$ cat src/hw/rtl/skq_pkg.sv
// ----------------------------------------------------------------------------
// skq_pkg
// Shared types and constants for the sorted key queue.
// ----------------------------------------------------------------------------
package skq_pkg;

	localparam int DEPTH = 16;
	localparam int CNT_W = $clog2(DEPTH + 1);
	localparam int KEY_W = 32;
	localparam int DATA_W = 32;
	localparam int COUNT_W = 5;

	typedef logic signed [KEY_W-1:0] key_t;
	typedef logic [DATA_W-1:0] data_t;
	typedef logic [CNT_W-1:0] cnt_t;

	typedef enum logic [1:0] {
		CMD_PREPEND = 2'd0,
		CMD_INSERT  = 2'd1,
		CMD_REMOVE  = 2'd2,
		CMD_NOP     = 2'd3
	} cmd_t;

	typedef enum logic [1:0] {
		STAT_OK    = 2'd0,
		STAT_EMPTY = 2'd1,
		STAT_FULL  = 2'd2,
		STAT_RSVD  = 2'd3
	} status_t;

	localparam key_t KEY_MIN = {1'b1, {(KEY_W-1){1'b0}}};

	// controller to datapath commands
	typedef struct packed {
		logic load;   // latch input item and slot compare vector
		logic apply;  // update store, load result register
	} dp_cmd_t;

endpackage

$ cat src/hw/rtl/skq_ctrl.sv
// ----------------------------------------------------------------------------
// skq_ctrl
// Two-state sequencer: take an item, then apply it once the result
// register is free.
// ----------------------------------------------------------------------------
module skq_ctrl (
	input  logic             clk,
	input  logic             arst_n,
	input  logic             s_tvalid,
	output logic             s_tready,
	output logic             m_tvalid,
	input  logic             m_tready,
	output skq_pkg::dp_cmd_t dp_cmd
);
	import skq_pkg::*;

	typedef enum logic [1:0] {
		S_IDLE = 2'b01,
		S_BUSY = 2'b10
	} state_t;

	state_t state_q;
	logic   m_tvalid_q;
	logic   out_free;

	assign s_tready = (state_q == S_IDLE);
	assign out_free = !m_tvalid_q || m_tready;
	assign m_tvalid = m_tvalid_q;

	assign dp_cmd.load  = s_tvalid && (state_q == S_IDLE);
	assign dp_cmd.apply = (state_q == S_BUSY) && out_free;

	always_ff @(posedge clk or negedge arst_n) begin
		if (!arst_n) begin
			state_q    <= S_IDLE;
			m_tvalid_q <= 1'b0;
		end else begin
			unique case (state_q)
				S_IDLE: begin
					if (s_tvalid) state_q <= S_BUSY;
				end
				S_BUSY: begin
					if (out_free) state_q <= S_IDLE;
				end
				default: state_q <= S_IDLE;
			endcase
			if (dp_cmd.apply) begin
				m_tvalid_q <= 1'b1;
			end else if (m_tready) begin
				m_tvalid_q <= 1'b0;
			end
		end
	end

endmodule

$ cat src/hw/rtl/skq_datapath.sv
// ----------------------------------------------------------------------------
// skq_datapath
// Entry registers with parallel slot compare and parallel shift, fill
// counter and result register.
// ----------------------------------------------------------------------------
module skq_datapath (
	input  logic                          clk,
	input  logic                          arst_n,
	input  skq_pkg::dp_cmd_t              dp_cmd,
	input  skq_pkg::cmd_t                 in_cmd,
	input  skq_pkg::key_t                 in_key,
	input  skq_pkg::data_t                in_data,
	output skq_pkg::status_t              out_status,
	output skq_pkg::key_t                 out_key,
	output skq_pkg::data_t                out_data,
	output logic [skq_pkg::COUNT_W-1:0]   out_count
);
	import skq_pkg::*;

	key_t    key_q   [DEPTH];
	data_t   data_q  [DEPTH];
	key_t    key_nx  [DEPTH];
	data_t   data_nx [DEPTH];
	cnt_t    fill_q;
	cnt_t    fill_nx;

	cmd_t    cmd_q;
	key_t    key_in_q;
	data_t   data_in_q;
	logic [DEPTH-1:0] mv_q;   // thermometer: entry i sits at or above the new slot
	logic [DEPTH-1:0] mv_d;

	status_t status_q;
	key_t    okey_q;
	data_t   odata_q;

	logic    full;
	logic    empty;
	key_t    new_key;

	assign full  = (fill_q == CNT_W'(DEPTH));
	assign empty = (fill_q == '0);

	// slot search on the incoming key (prepend marks every slot); stored keys are ascending so the
	// "not less" flags over held entries already form a thermometer
	always_comb begin
		for (int i = 0; i < DEPTH; i++) begin
			if (in_cmd == CMD_PREPEND) begin
				mv_d[i] = 1'b1;
			end else begin
				mv_d[i] = (CNT_W'(i) >= fill_q) || !(key_q[i] < in_key);
			end
		end
	end

	// prepend key is head key minus one, saturating at the most negative value (zero when empty)
	always_comb begin
		if (cmd_q == CMD_PREPEND) begin
			if (empty) begin
				new_key = '0;
			end else if (key_q[0] == KEY_MIN) begin
				new_key = KEY_MIN;
			end else begin
				new_key = key_q[0] - key_t'(1);
			end
		end else begin
			new_key = key_in_q;
		end
	end

	always_comb begin
		for (int i = 0; i < DEPTH; i++) begin
			key_nx[i]  = key_q[i];
			data_nx[i] = data_q[i];
		end
		fill_nx = fill_q;
		unique case (cmd_q)
			CMD_PREPEND, CMD_INSERT: begin
				if (!full) begin
					if (mv_q[0]) begin
						key_nx[0]  = new_key;
						data_nx[0] = data_in_q;
					end
					for (int i = 1; i < DEPTH; i++) begin
						if (mv_q[i] && !mv_q[i-1]) begin
							key_nx[i]  = new_key;
							data_nx[i] = data_in_q;
						end else if (mv_q[i]) begin
							key_nx[i]  = key_q[i-1];
							data_nx[i] = data_q[i-1];
						end
					end
					fill_nx = fill_q + cnt_t'(1);
				end
			end
			CMD_REMOVE: begin
				if (!empty) begin
					for (int i = 0; i < DEPTH - 1; i++) begin
						key_nx[i]  = key_q[i+1];
						data_nx[i] = data_q[i+1];
					end
					fill_nx = fill_q - cnt_t'(1);
				end
			end
			default: ;
		endcase
	end

	always_ff @(posedge clk) begin
		if (dp_cmd.load) begin
			cmd_q     <= in_cmd;
			key_in_q  <= in_key;
			data_in_q <= in_data;
			mv_q      <= mv_d;
		end
		if (dp_cmd.apply) begin
			for (int i = 0; i < DEPTH; i++) begin
				key_q[i]  <= key_nx[i];
				data_q[i] <= data_nx[i];
			end
			status_q <= STAT_OK;
			okey_q   <= '0;
			odata_q  <= '0;
			unique case (cmd_q)
				CMD_PREPEND, CMD_INSERT: begin
					if (full) status_q <= STAT_FULL;
				end
				CMD_REMOVE: begin
					if (empty) begin
						status_q <= STAT_EMPTY;
						okey_q   <= '1;
					end else begin
						okey_q  <= key_q[0];
						odata_q <= data_q[0];
					end
				end
				default: ;
			endcase
		end
	end

	always_ff @(posedge clk or negedge arst_n) begin
		if (!arst_n) begin
			fill_q <= '0;
		end else if (dp_cmd.apply) begin
			fill_q <= fill_nx;
		end
	end

	assign out_status = status_q;
	assign out_key    = okey_q;
	assign out_data   = odata_q;
	assign out_count  = COUNT_W'(fill_q);

	a_fill_range: assert property (@(posedge clk) disable iff (!arst_n)
		fill_q <= CNT_W'(DEPTH))
		else $error("fill count above depth");

	a_empty_remove: assert property (@(posedge clk) disable iff (!arst_n)
		dp_cmd.apply && cmd_q == CMD_REMOVE && empty
		|=> fill_q == '0 && status_q == STAT_EMPTY)
		else $error("remove on empty queue changed state");

	a_add_grows: assert property (@(posedge clk) disable iff (!arst_n)
		dp_cmd.apply && (cmd_q == CMD_PREPEND || cmd_q == CMD_INSERT) && !full
		|=> fill_q == $past(fill_q) + cnt_t'(1))
		else $error("add did not grow the queue");

	a_head_order: assert property (@(posedge clk) disable iff (!arst_n)
		fill_q >= cnt_t'(2) |-> key_q[0] <= key_q[1])
		else $error("head entries out of order");

endmodule

$ cat src/hw/rtl/sorted_key_queue_core.sv
// ----------------------------------------------------------------------------
// sorted_key_queue_core
// Bounded priority queue of key/data entries held in ascending key order.
// ----------------------------------------------------------------------------
// Usage:
//   Commands arrive on the s_ stream: s_tuser selects prepend, sorted insert,
//   remove head or no-op; s_tdata carries the key and the data word. Every command
//   yields exactly one result transfer on the m_ stream: status in m_tuser,
//   removed key, removed data and the entry count after the step in m_tdata.
//   A command is compared on entry in the idle state, then applied in the
//   busy state by a shift that updates all entries in parallel and loads the
//   result register; no new command is taken until the busy state is left.
//   When the receiver stalls, the result holds; the core takes one more
//   command and holds it until the result register frees up.
//   Reset empties the queue at once; stored entries are not cleared.
// ----------------------------------------------------------------------------
module sorted_key_queue_core (
	input  logic        clk,
	input  logic        arst_n,
	input  logic        s_tvalid,
	output logic        s_tready,
	input  logic [63:0] s_tdata,   // [31:0] key, [63:32] data
	input  logic [1:0]  s_tuser,   // [1:0] cmd
	output logic        m_tvalid,
	input  logic        m_tready,
	output logic [71:0] m_tdata,   // [31:0] out_key, [63:32] out_data, [68:64] count, zero pad
	output logic [1:0]  m_tuser    // [1:0] status
);
	import skq_pkg::*;

	dp_cmd_t              dp_cmd;
	status_t              out_status;
	key_t                 out_key;
	data_t                out_data;
	logic [COUNT_W-1:0]   out_count;

	skq_ctrl u_ctrl (
		.clk      (clk),
		.arst_n   (arst_n),
		.s_tvalid (s_tvalid),
		.s_tready (s_tready),
		.m_tvalid (m_tvalid),
		.m_tready (m_tready),
		.dp_cmd   (dp_cmd)
	);

	skq_datapath u_dp (
		.clk        (clk),
		.arst_n     (arst_n),
		.dp_cmd     (dp_cmd),
		.in_cmd     (cmd_t'(s_tuser)),
		.in_key     (key_t'(s_tdata[31:0])),
		.in_data    (data_t'(s_tdata[63:32])),
		.out_status (out_status),
		.out_key    (out_key),
		.out_data   (out_data),
		.out_count  (out_count)
	);

	assign m_tuser = out_status;
	assign m_tdata = {3'b000, out_count, out_data, out_key};

endmodule
$ cat config.mk
export PLATFORM = sky130hd
export DESIGN_NAME = sorted_key_queue_core
export DESIGN_NICKNAME = d
export VERILOG_FILES = /design/src/hw/rtl/skq_pkg.sv /design/src/hw/rtl/skq_ctrl.sv /design/src/hw/rtl/skq_datapath.sv /design/src/hw/rtl/sorted_key_queue_core.sv
export SDC_FILE = /design/constraint.sdc
export NUM_CORES = 2
export LEC_CHECK = 0
export ABC_AREA = 1
export BUFFER_PORTS_ARGS = -buffer_cell sky130_fd_sc_hd__buf_2
export CAP_MARGIN = 30
export CORE_ASPECT_RATIO = 2
export CORE_UTILIZATION = 35
export CTS_CLUSTER_DIAMETER = 200
export CTS_CLUSTER_SIZE = 30
export DETAILED_ROUTE_END_ITERATION = 10
export PLACE_DENSITY_LB_ADDON = 0.3
export SETUP_SLACK_MARGIN = 0.15
export SYNTH_ARGS = -nofsm -noshare
export SYNTH_HDL_FRONTEND = slang
export SYNTH_SLANG_ARGS = --single-unit
$ cat constraint.sdc
create_clock -name clk -period 9.2 [get_ports clk]
set_input_delay 2.76 -clock clk [delete_from_list [all_inputs] [get_ports clk]]
set_output_delay 2.76 -clock clk [all_outputs]
set_load 0.1 [all_outputs]
==> results summary <==
The flow ran to the end, and the final reports show no timing, DRC or antenna violations. Across all setup checks in the final design, the least slack found is 3.96 ns. The worst setup path is launched from a flip-flop. Using the TritonRoute via totals, the vias-per-cell ratio works out to 5.48. The adder and majority cell fraction of the synthesized area came out at 8.76%. The residual DRC count is 0. Hold repair after CTS inserted 0 buffers. The fraction of final layout cells sized beyond drive strength 1 came out at 4.76%.

The flip-flop and latch count after synthesis came out at 1,180. Summing the areas of all and, or, nand and nor instances in the mapped netlist gives 25.9% of the synthesized area. After global routing the overflow that remains totals 0. The routability congestion estimate is 0.913. The final design instance area without fill came out at 76,100 sq um.

The combinational family with the most area after synthesis is simple AND/OR/NAND/NOR gates. The final period demand of the worst path is 5.24 ns. For this design the ratio of total power to cell area is 169 nW/um^2.

The mean routed wirelength per cell came out at 22.9 um. Yosys printed 0 warnings. The relative contribution of the clock network to total power came out at 21.7%. The relative contribution of combinational cells to total power came out at 27.2%. The maximum number of pins on one net before global-route repair is 261. The global routing usage summed across all routing layers came out at 24.1%. After legalization and detailed placement, the total HPWL measured 179,000 um. The slew at the pin closest to its max-slew limit came out at 1.29 ns. Setup repair after global routing left no endpoint under its margin. For the worst setup path, the data required time is 9.58 ns.

The worst min-delay path startpoint is u_ctrl.state_q[1]$_DFFE_PN0P_. The detailed-router iteration count before antenna repair is 6. The filler cell count came out at 21,000. The later-pin clock latency in the skew report came out at 0.75 ns. TritonCTS built the clock tree. The instance count of the mapped netlist came out at 8,660. The cell family contributing the most delay on the critical path is buffers and inverters.

The core region is 203,000 sq um. The internal power of the cells came out at 0.00823 W. The number of clock buffers added by TritonCTS is 45.

The total routed wirelength is 256,000 um. The width of the die came out at 322 um. Buffers placed on the I/O ports in this run total 142.

The worst vdd rail ir drop came out at 0.155 mV. The number of setup buffers added after CTS is 0. In this run the core area contains 234 standard-cell rows. The number of global-route vias before repair is 61,600. After clock tree synthesis, the clock-pin slew on the worst setup and hold paths is 0.14 ns. The number of unique standard cell types used by synthesis came out at 50.

The tree is rooted in a clkbuf_16. The part of the Yosys area used for sequential elements came out at 49.4%. The final layout contains 8,983 nets.

The share of the cycle needed by the critical path after routing came out at 56.9%. The launch point of the critical path is u_dp.cmd_q[1]$_DFFE_PP_. The count of final hold-check violations is 0.

The switching portion of total power is 35.9%. In this design, the critical path's most frequently occurring cell is buf_4. The final count of negative-setup-slack endpoints came out at 0. In this run, placement finished with an instance count of 11,100. The post-route antenna net violation count is 0. The count of instances resized after the clock tree is built is 0. In the synthesized netlist, mux cells make up 0% of the area. The placed instance area is 74,700 sq um. The max capacitance violation total is 0. The leakage power total came out at 30.1 nW. The worst slack at placement came out at 3.34 ns. The share of the synthesized area in compound gates (AO/OA/AOI/OAI) is 10.6%.

The violation count after the first detailed-routing iteration came out at 5,538. The synthesized area per cell came out at 8.28 sq um. The worst setup path is of the flip-flop to flip-flop kind.

The critical-path cell with the highest stage delay is buf_12. The initial antenna violation count came out at 18. The first global-routing pass estimated 379,000 um of wire. The xor/xnor share of the synthesized area is 0.354%. The maximum clock skew at final layout came out at 0.0538 ns. The area growth from synthesis to layout is 6.14%. The number of pins with negative max-slew slack in the final report came to 0. The switching power came out at 0.00462 W. The achievable clock frequency is 191 MHz. The path class of the tightest hold or removal check is flip-flop to flip-flop. The share of total power dissipated in sequential elements is 51.1%.

Once the floorplan was initialized, standard cells occupied 35.3% of the core. The buffering stage count on the worst path with inverters included came out at 5. In this run the critical register-to-register path is launched from u_dp.cmd_q[1]$_DFFE_PP_. The signal on the critical path passes through inv_2 > nor2_4 > buf_12 > nand2_1 > nand2_1 > nand2_2 > buf_4 > a21oi_4 > buf_4 > buf_4. The H-tree was split into 2 levels. The floorplan step set the die height to 642 um. The number of clock sinks seen by CTS is 1,180.

The number of standard cells in the final layout excluding fillers is 11,200. The number of placed I/O pins is 146. The relative slew slack came out at 13.8%. The floorplan step defined a die boundary enclosing 207,000 sq um. STA puts the critical path data arrival time at 5.61 ns.

The maximum buffer depth of the clock tree is 3. STA classifies the critical path endpoint as a flip-flop. In this run the worst path has a maximum fanout of 248. The highest cell delay on the worst timing path came out at 0.74 ns. Detailed routing inserted a total of 61,200 vias. The cell area after technology mapping came out at 71,700 sq um.
sequential cells by signal, summed over array words and instances, names as in the netlist, 5 cells and up:
register,flops
u_dp.out_data,32
u_dp.data_q,512
u_dp.out_key,32
u_dp.mv_q,16
u_dp.key_q,512
u_dp.out_count,5
u_dp.key_in_q,32
u_dp.data_in_q,32
cells by family (layout without fill, tap and decap cells):
family                   count (synthesis)  after routing
flip-flops                            1180           1180
AND/OR/NAND/NOR                       4606           4606
adder cells (fa/ha/maj)                502            502
AO/OA/AOI/OAI                         1486           1486
other                                    1             10
XOR/XNOR                                29             29
buffers and inverters                  856            626
worst register-to-register path, stage by stage (launching register included):
cell and delay (ns):
edfxtp_1 0.46, inv_2 0.33, nor2_4 0.23, buf_12 0.74, nand2_1 0.81, nand2_1 0.22, nand2_2 0.05, buf_4 0.29
a21oi_4 0.53, buf_4 0.57, buf_4 0.59
cell usage in the layout, fill, tap and decap left out, types with 6 or more instances in the layout:
cell       count
a21o_1        11
a21oi_1      333
a21oi_4       14
a31oi_1       33
buf_12         6
buf_16        14
buf_2        143
buf_4         79
clkbuf_1      19
clkbuf_16     45
dfrtp_1        7
diode_2        7
edfxtp_1    1172
ha_1         502
inv_1        307
inv_2          8
nand2_1     2915
nand2_2        6
nand2_4       32
nand3_1      521
nand3_2       11
nand3b_1      10
nand4_1       24
nor2_1      1015
nor2_2         9
nor2_4        20
nor3_1        17
nor4_1        13
o211ai_1      12
o21a_1        14
o21ai_0     1053
xor2_1        28
per-layer routing:
| metal | vias up | wire [um] | track usage, % |
|---|---|---|---|
| li1 | 28600 | - | - |
| met1 | 29800 | 90400 | 25.3 |
| met2 | 2083 | 133000 | 44.5 |
| met3 | 682 | 10900 | 2.06 |
| met4 | 2 | 21700 | 17.7 |
| met5 | - | 8 | 0 |
stage by stage:
| stage | setup TNS, ns | util [%] | hold slack [ns] | total power (W) |
|---|---|---|---|---|
| floorplan | -642.50 | - | 0.452 | 0.00900 |
| global placement | 0 | 36.6 | 0.477 | 0.0100 |
| detailed placement | 0 | 36.8 | 0.482 | 0.0101 |
| CTS | 0 | 37.4 | 0.502 | 0.0129 |
| global route | 0 | 37.4 | 0.534 | 0.0134 |
| finish | 0 | 37.5 | 0.502 | 0.0128 |
synthesized netlist by cell type, drive strengths merged:
| library cell | instances | area, sq um |
|---|---|---|
| nor3b | 4 | 30.0 |
| and2 | 1 | 6.26 |
| inv | 316 | 1190 |
| edfxtp | 1172 | 35200 |
| o41ai | 1 | 8.76 |
| nor2 | 1046 | 4000 |
| a221oi | 1 | 8.76 |
| o21a | 14 | 105 |
| a31oi | 34 | 219 |
| nand3b | 10 | 75.1 |
| nor3 | 18 | 95.1 |
| dfstp | 1 | 26.3 |
| nand2 | 2953 | 11300 |
| clkbuf | 402 | 1510 |
| o211ai | 12 | 90.1 |
| nand4 | 25 | 171 |
| o22ai | 1 | 6.26 |
| a211oi | 3 | 27.5 |
| buf | 138 | 916 |
| conb | 1 | 3.75 |
| xor2 | 28 | 245 |
| xnor2 | 1 | 8.76 |
| a21o | 11 | 82.6 |
| o21bai | 4 | 30.0 |
| o31ai | 1 | 7.51 |
| ha | 502 | 6280 |
| a21oi | 347 | 1740 |
| dfrtp | 7 | 175 |
| o21ai | 1056 | 5290 |
| nand3 | 532 | 2720 |
| a21boi | 1 | 7.51 |
| nor4 | 14 | 87.6 |
| and3 | 3 | 18.8 |
power groups by stage:
stage	registers [W]	logic (W)	clock network, W
3_3_place_gp	0.00668	0.00333	0
3_5_place_dp	0.00668	0.00345	0
5_1_grt	0.00658	0.00386	0.00298
2_1_floorplan	0.00677	0.00223	0
4_1_cts	0.00656	0.00346	0.00286
6_report	0.00656	0.00349	0.00279
final timing paths:
kind,to,slack (ns),cells after the start
max,u_dp.key_q[11][7]$_DFFE_PP_,3.96,10
min,u_ctrl.state_q[0]$_DFFE_PN1P_,0.50,1
max reg2reg,u_dp.key_q[11][7]$_DFFE_PP_,3.96,10
min reg2reg,u_ctrl.state_q[0]$_DFFE_PN1P_,0.50,1
max in group asynchronous,u_ctrl.state_q[0]$_DFFE_PN1P_,6.98,1
min in group asynchronous,u_dp.out_count[4]$_DFFE_PN0P_,1.90,1
cell type report:
type                       count  area, sq um  share of cell area [%]
clock buffer                  64         1200                    1.57
clock inverter                 4         80.1                   0.105
timing repair buffer         242         1810                    2.38
antenna                        7         17.5                  0.0230
inverter                     316         1200                    1.58
multi-input combinational   6626        33000                    43.4
sequential                  1180        35400                    46.5
tap                         2714         3400                    4.46
(Power assumes the default switching activity.)
